## config.mk

```make
export PLATFORM = sky130hd
export DESIGN_NAME = lemq_cell
export DESIGN_NICKNAME = d
export VERILOG_FILES = /design/src/sv/lemq_pkg.sv /design/src/sv/lemq_cell.sv
export SDC_FILE = /design/constraint.sdc
export NUM_CORES = 1
export LEC_CHECK = 0
export ABC_AREA = 1
export BUFFER_PORTS_ARGS = -buffer_cell sky130_fd_sc_hd__buf_2
export CORE_MARGIN = 10
export CORE_UTILIZATION = 65
export CTS_BUF_LIST = sky130_fd_sc_hd__clkbuf_4
export DETAILED_ROUTE_END_ITERATION = 10
export PLACE_DENSITY = 0.86
export SYNTH_ARGS = -nofsm -noshare
export SYNTH_HDL_FRONTEND = slang
export SYNTH_SLANG_ARGS = --single-unit
```

## constraint.sdc

```tcl
create_clock -name clk -period 13.5 [get_ports clk]
set_input_delay 1.35 -clock clk [delete_from_list [all_inputs] [get_ports clk]]
set_output_delay 1.35 -clock clk [all_outputs]
set_load 0.02 [all_outputs]
```

## src/sv/lemq_pkg.sv

```systemverilog
`default_nettype none
// ----------------------------------------------------------------------------
// lemq_pkg : shared types and constants for the line envelope minimum query
// Request/response structs, the token that travels along the cell chain,
// operation and status codes.
// ----------------------------------------------------------------------------
package lemq_pkg;

	// table geometry
	localparam int MAX_LINES = 64;
	localparam int IDX_W     = $clog2(MAX_LINES);
	localparam int CNT_W     = $clog2(MAX_LINES + 1);

	// operation codes
	localparam logic OP_ADD   = 1'b0;
	localparam logic OP_QUERY = 1'b1;

	// status codes
	localparam logic [1:0] ST_OK    = 2'd0;
	localparam logic [1:0] ST_EMPTY = 2'd1;
	localparam logic [1:0] ST_FULL  = 2'd2;

	// one request
	typedef struct packed {
		logic               op;
		logic signed [15:0] slope;
		logic signed [31:0] intercept;
		logic signed [15:0] xpos;
	} req_t;

	// one response
	typedef struct packed {
		logic signed [32:0] min_value;
		logic [1:0]         status;
	} rsp_t;

	// one stored line
	typedef struct packed {
		logic signed [15:0] slope;
		logic signed [31:0] intercept;
	} line_t;

	// query token passed from cell to cell
	typedef struct packed {
		logic               vld;
		logic               has;
		logic signed [15:0] x;
		logic signed [32:0] best;
	} tok_t;

endpackage
`default_nettype wire

```

## src/sv/lemq_cell.sv

```systemverilog
`default_nettype none
// ----------------------------------------------------------------------------
// lemq_cell : one cell of the line chain
// Holds one line. A passing query token is evaluated in two stages: the
// product slope*x, then the add of the intercept and the running minimum.
// ----------------------------------------------------------------------------
module lemq_cell (
	input  wire               clk,
	input  wire               arst_n,
	input  wire               wr,
	input  lemq_pkg::line_t   wr_line,
	input  wire               active,
	input  lemq_pkg::tok_t    tok_in,
	output lemq_pkg::tok_t    tok_out
);

	lemq_pkg::line_t    line_q;
	lemq_pkg::tok_t     tok_s1;
	lemq_pkg::tok_t     tok_s2;
	lemq_pkg::tok_t     tok_nxt;
	logic               act_s1;
	logic signed [31:0] prod_s1;
	logic signed [32:0] y;

	// line storage, written once per add
	always_ff @(posedge clk) begin
		if (wr) begin
			line_q <= wr_line;
		end
	end

	// stage 1: product
	always_ff @(posedge clk or negedge arst_n) begin
		if (!arst_n) begin
			tok_s1 <= '0;
			act_s1 <= 1'b0;
		end else begin
			tok_s1 <= tok_in;
			act_s1 <= active;
		end
	end

	always_ff @(posedge clk) begin
		prod_s1 <= 32'(line_q.slope) * 32'(tok_in.x);
	end

	// stage 2: add intercept, keep the smaller value
	assign y = 33'(prod_s1) + 33'(line_q.intercept);

	always_comb begin
		tok_nxt = tok_s1;
		if (tok_s1.vld && act_s1 && (!tok_s1.has || (y < tok_s1.best))) begin
			tok_nxt.best = y;
			tok_nxt.has  = 1'b1;
		end
	end

	always_ff @(posedge clk or negedge arst_n) begin
		if (!arst_n) begin
			tok_s2 <= '0;
		end else begin
			tok_s2 <= tok_nxt;
		end
	end

	assign tok_out = tok_s2;

endmodule
`default_nettype wire

```

==> impl_metrics.tcl, run 1 <==
set metrics [dict create \
    grt_pass1_vias 15700 \
    die_area_um2 35700 \
    h-tree-depth 4 \
    portBuffers 153 \
    post-route-period-util_pct 47.9 \
    critPathRequiredTime_ns 14.11 \
    ant_nets 0 \
    path_max_fanout 17 \
    hold_violations 0 \
    cts_buffers 17 \
    clockRootBuffer "clkbuf_4" \
    cts_tree "done" \
    postCtsResizedCells 0 \
    worst-path-buf-inv 4 \
    drc 0 \
    cp-end-kind "flop" \
    die_h_um 189 \
    hold_class "flop to flop" \
    final_cells 2679 \
    drt_iter0_markers 1022 \
    holdBufCountCts 0 \
    synth-xor-area-share_pct 2.26 \
    pin_count 154 \
    worst_pin_slew_ns 0.896 \
    clock-skew-final_ns 0.0404 \
    routed_wl_um 45000 \
    nets 2795 \
    synth_nets 2685 \
    cpMaxStageDelayCell "fa_1" \
    synth.area.mux_share_pct 0 \
    final_common_cell "inv_1" \
    critPathMaxStageDelay_ns 0.86 \
    async_flop_share_pct 56.3 \
    drive_gt1_share_pct 10.1 \
    cts.sinks 183 \
    crit_cells 21 \
    synth_edf_count 48 \
    post_cts_buffers 0 \
    max_cap_violations 0 \
    fin_tns_setup_ns 0 \
    period_needed_ns 6.46 \
    rsz0062_at_grt "false" \
    relSlewSlack_pct 40.3 \
    crit_chain "buf_2 > nand2_1 > inv_1 > fa_1 > fa_1 > inv_1 > fa_1 > fa_1 > fa_1 > fa_1 > inv_1 > ha_1 > nand2_1 > nor2_1 > nor2b_1 > nand4_1 > nand3_1 > a21oi_1 > o21bai_1 > nand2_1 > nand2_1" \
    layout_common_cells "inv_1, nand2_1, fa_1, buf_2, ha_1" \
    cts.clk_slew.worst_paths_ns 0.16 \
    critPathTopFamily "adder cells" \
    whs_path_depth 0 \
    grt.overflow.total 0 \
    start_util_pct 66.3 \
    cp_data_arrival_time_ns 7.08 \
    ys_types 41 \
    core_um2 28000 \
    grt_pass1_wl_um 76000 \
    synth_simple_gate_area_share_pct 17.1 \
    worstSetupStartpointType "input pin" \
    slew_violations 0 \
    status "completed" \
    synthesis.area_um2 18600 \
    rows 61 \
    clkLatencyLatePin_ns 0.70 \
    synth.yosys.seq_area_share_pct 25.1 \
    ys_ff_latch 183 \
    die_w_um 189 \
    synth_top_family_by_area "adder cells" \
    setup_viol 0 \
    synth_fa_ha_area_share_pct 38.2 \
    grtUsageTotal_pct 26.5 \
    synth_warnings 0 \
    synth_compound_area_share_pct 4.55 \
    dp_cells 2642 \
    first_pass_iters 5 \
    gp_congestion 0.924 \
    viasPerCell 5.31 \
    dp_hpwl_um 37300 \
    wl_per_cell_um 16.8 \
    vias 14200 \
    cpMostUsedCell "fa_1" \
    antenna_found_initial 3 \
    r2r_cells 20 \
    area_growth_pct 6.81 \
    critPathKind "input pin to flop" \
    syn_area_per_cell_um2 8.55 \
    grt_start_max_net_pins 78 \
    whs_ns 0.349 \
    fmax_ghz 0.155 \
    synth_ff_type "dfrtp_1" \
    syn_inst 2173 \
    cts_buffer_depth 2 \
]
## cell usage after synthesis, types with 2 or more instances
library cell  number  area (um^2)
xnor2_1           19          166
xor2_1            29          254
clkbuf_1          59          221
o21a_1             4         30.0
ha_1             146         1830
nand2_2           29          181
o21ai_0           40          200
o211ai_1           4         30.0
fa_1             263         5270
nor3_1            14         70.1
o211ai_2           2         25.0
o21bai_1           8         60.1
clkinv_1           2         7.51
dfxtp_1           32          641
edfxtp_1          48         1440
or2_2              7         43.8
nand2_1          512         1920
nor4_1             3         18.8
a21oi_1           79          395
a21o_1             8         60.1
buf_4              3         22.5
buf_12             3         60.1
a21boi_0           2         15.0
inv_1            549         2060
nand4_1           15         93.8
dfrtp_1          103         2580
inv_2              2         7.51
nor2_2             2         12.5
nand3_1           85          425
nor2_1            90          338
## worst reg2reg max path: cells and delay by family (launching register included)
kind	cells	cell delay [ns]
flip-flops	1	0.82
adder cells (fa/ha/maj)	7	3.76
buffers and inverters	3	0.35
AO/OA/AOI/OAI	2	0.27
AND/OR/NAND/NOR	8	1.08
## metrics by stage
stage               instance area [um^2]  utilization, %  setup WS (ns)
finish                             19800            70.8           7.04
global route                       19800            70.8           6.57
CTS                                19800            70.8           7.04
detailed placement                 19500            69.7           6.34
global placement                   19500            69.7           6.49
floorplan                          18600               -           6.82
## flip-flops by register name (all words and copies together), names as in the netlist
register  flops
tok_nxt      17
tok_s1       34
line_q       48
act_s1        1
prod_s1      32
tok_out      51
## cell families (layout without fill, tap and decap cells)
kind of cell,count (synthesis),after routing
AND/OR/NAND/NOR,763,763
buffers and inverters,619,742
adder cells (fa/ha/maj),409,409
flip-flops,183,183
AO/OA/AOI/OAI,151,151
XOR/XNOR,48,48
other,0,5
## area by class of cell
type	instances	area, um^2
Sequential cell	183	4660
Timing Repair Buffer	157	798
Clock inverter	15	160
Multi-Input combinational cell	1371	11500
Clock buffer	17	128
Inverter	553	2080
Fill cell	2181	8180
Antenna cell	5	12.5
Tap cell	378	473
## per-layer routing
metal  part of all wire, %  routed length [um]  track usage [%]
met1                    38               17300             30.5
met2                    52               23300             47.3
met3                   7.0                3150             5.70
met4                   2.9                1300             9.83
met5                     0                   0                0
## worst paths after layout
kind                        startpoint          end  slack, ns
max reg2reg                 line_q[47]  prod_s1[29]       7.14
max                         tok_in[34]  prod_s1[29]       7.04
min reg2reg                tok_nxt[35]  tok_out[35]       0.35
min                        tok_nxt[35]  tok_out[35]       0.35
max in group asynchronous       arst_n  tok_out[48]      11.75
min in group asynchronous       arst_n  tok_out[33]       0.54
Power of run 1 is not shown: default switching activity piles up to over one toggle a cycle in this logic, so the estimate is an artifact.
==> run 2: changes to the inputs <==
Settings changed: CORE_UTILIZATION 65 to 63, PLACE_DENSITY 0.86 to 0.83.
Clock period 13.5 ns to 6.2 ns, I/O delays scaled along.
==> run 2 against run 1 <==
Cell count rose by 1.8%. Register-to-register slack got worse by 6.9 ns. Die area rose by 2.8%. Critical path depth fell by 1. Routed wire length rose by 3.1%. Critical endpoint is now prod_s1[26]. Via count rose by 1.3%. Worst hold slack got worse by 0.30 ns. Core utilization fell by 0.61 points.
==> impl_metrics.tcl, run 2 (synthesis gave the netlist of run 1 again) <==
set metrics [dict create \
    wl_met1_um 18400 \
    wl_met2_um 23800 \
    status "completed" \
    cts_buffers 17 \
    clkLatencyLatePin_ns 0.68 \
    core_um2 28900 \
    cpMaxStageDelayCell "fa_1" \
    period_needed_ns 5.92 \
    die_w_um 192 \
    critPathKind "flop to flop" \
    rows 62 \
    first_pass_iters 7 \
    path_max_fanout 6 \
    final_cells 2727 \
    cts_buffer_depth 2 \
    critPathRequiredTime_ns 6.79 \
    postCtsResizedCells 0 \
    die_area_um2 36700 \
    final_common_cell "inv_1" \
    area_growth_pct 9.09 \
    crit_cells 20 \
    rsz0062_at_grt "true" \
    crit_path_start "line_q[47]" \
    dp_hpwl_um 38200 \
    cp-end-kind "flop" \
    cts.clk_slew.worst_paths_ns 0.19 \
    hold_violations 0 \
    fin_ws_ns 0.281 \
    drt_iter0_markers 1046 \
    cp_data_arrival_time_ns 6.51 \
    setup_viol 0 \
    grt_start_max_net_pins 75 \
    drc 0 \
    vias 14400 \
    post-route-period-util_pct 95.5 \
    cpMostUsedCell "fa_1" \
    max_cap_violations 0 \
    critPathTopFamily "adder cells" \
    viasPerCell 5.28 \
    ff2ff_setup_slack_ns 0.28 \
    clockRootBuffer "clkbuf_4" \
    layout_common_cells "inv_1, nand2_1, fa_1, buf_2, ha_1" \
    grtUsageTotal_pct 26.0 \
    fmax_ghz 0.169 \
    portBuffers 153 \
    r2r_cells 20 \
    cts.sinks 183 \
    ant_nets 0 \
    worst-path-buf-inv 5 \
    cp-endpoint "prod_s1[26]" \
    met3_length_um 2710 \
    clock-skew-final_ns 0.0314 \
    hold_class "input pin to flop" \
    slew_violations 0 \
    fin_tns_setup_ns 0 \
    dp_cells 2666 \
    start_util_pct 64.3 \
    worst_pin_slew_ns 0.872 \
    r2r_end "prod_s1[26]" \
    whs_path_depth 1 \
    relSlewSlack_pct 41.9 \
    grt_pass1_wl_um 75800 \
    gp_congestion 0.932 \
    dp_slack_ns 0.0589 \
    worstReg2RegStart "line_q[47]" \
    pin_count 154 \
    worstSetupStartpointType "flop" \
    grt.overflow.total 0 \
    highest_layer "met4" \
    cts_tree "done" \
    crit_chain "nand2_1 > inv_1 > fa_1 > fa_1 > inv_1 > fa_1 > fa_1 > inv_1 > fa_1 > inv_1 > fa_1 > inv_1 > ha_1 > nand2_1 > o21ai_0 > a21oi_1 > nand3_1 > nand3_1 > nand2_1 > xor2_1" \
    nets 2841 \
    largest_reg_flops 51 \
    antenna_found_initial 1 \
    die_h_um 192 \
    critPathMaxStageDelay_ns 0.65 \
    drive_gt1_share_pct 11.1 \
    fin_area_um2 20300 \
    wl_per_cell_um 17.0 \
    h-tree-depth 4 \
    dpl_cell_area_um2 19700 \
    grt_pass1_vias 15400 \
    routed_wl_um 46400 \
]
[run 2: cell count changes in the layout (fill, tap and decap cells not counted)]
cell / before / now
clkbuf_4: 17 / 18
dlygate4sd3_1: 0 / 21
diode_2: 5 / 1
clkinv_1: 3 / 2
bufinv_16: 0 / 1
clkinvlp_4: 3 / 0
inv_6: 2 / 4
buf_4: 5 / 30
[run 2: what timing repair did]
action | 4_1_cts | 5_1_grt
endpoints found under the hold margin | 29 | 20
hold buffers | 1 | 20
setup buffers | 0 | 7
setup endpoints to repair | 0 | 3
[run 2: stage by stage]
step,hold slack [ns],utilization [%]
floorplan,0.324,-
global placement,0.331,68.2
detailed placement,0.335,68.2
CTS,0.00676,69.3
global route,0.00799,70.2
finish,0.0469,70.2
[run 2: cell type report]
type / count / area [um^2]
Sequential cell: 183 / 4660
Fill cell: 2227 / 8600
Inverter: 553 / 2080
Multi-Input combinational cell: 1371 / 11500
Tap cell: 384 / 480
Clock buffer: 18 / 135
Antenna cell: 1 / 2.50
Clock inverter: 14 / 181
Timing Repair Buffer: 203 / 1200
[run 2: how the worst min path moves through the flow]
| stage | from | end | slack, ns |
|---|---|---|---|
| global placement | tok_nxt[39] | tok_out[39] | 0.33 |
| CTS | tok_in[30] | tok_s1[30] | 0.007 |
| floorplan | arst_n | act_s1 | 0.32 |
| global route | tok_in[6] | tok_s1[6] | 0.008 |
| detailed placement | tok_nxt[48] | tok_out[48] | 0.33 |
| finish | tok_in[49] | tok_s1[49] | 0.05 |
[run 2: routing by layer]
layer  global-route usage (%)  vias to the layer above
li1                         -                     6755
met1                     30.6                     7024
met2                     46.5                      501
met3                     4.75                      126
met4                     9.86                        0
met5                        0                        -
[run 2: worst register-to-register path, delay by kind of cell, from the launching register on]
kind	cells	cell delay, ns
AO/OA/AOI/OAI	2	0.45
XOR/XNOR	1	0.18
adder cells (fa/ha/maj)	7	3.61
buffers and inverters	5	0.33
flip-flops	1	0.58
AND/OR/NAND/NOR	5	0.70
Power of run 2 is left out for the same reason.
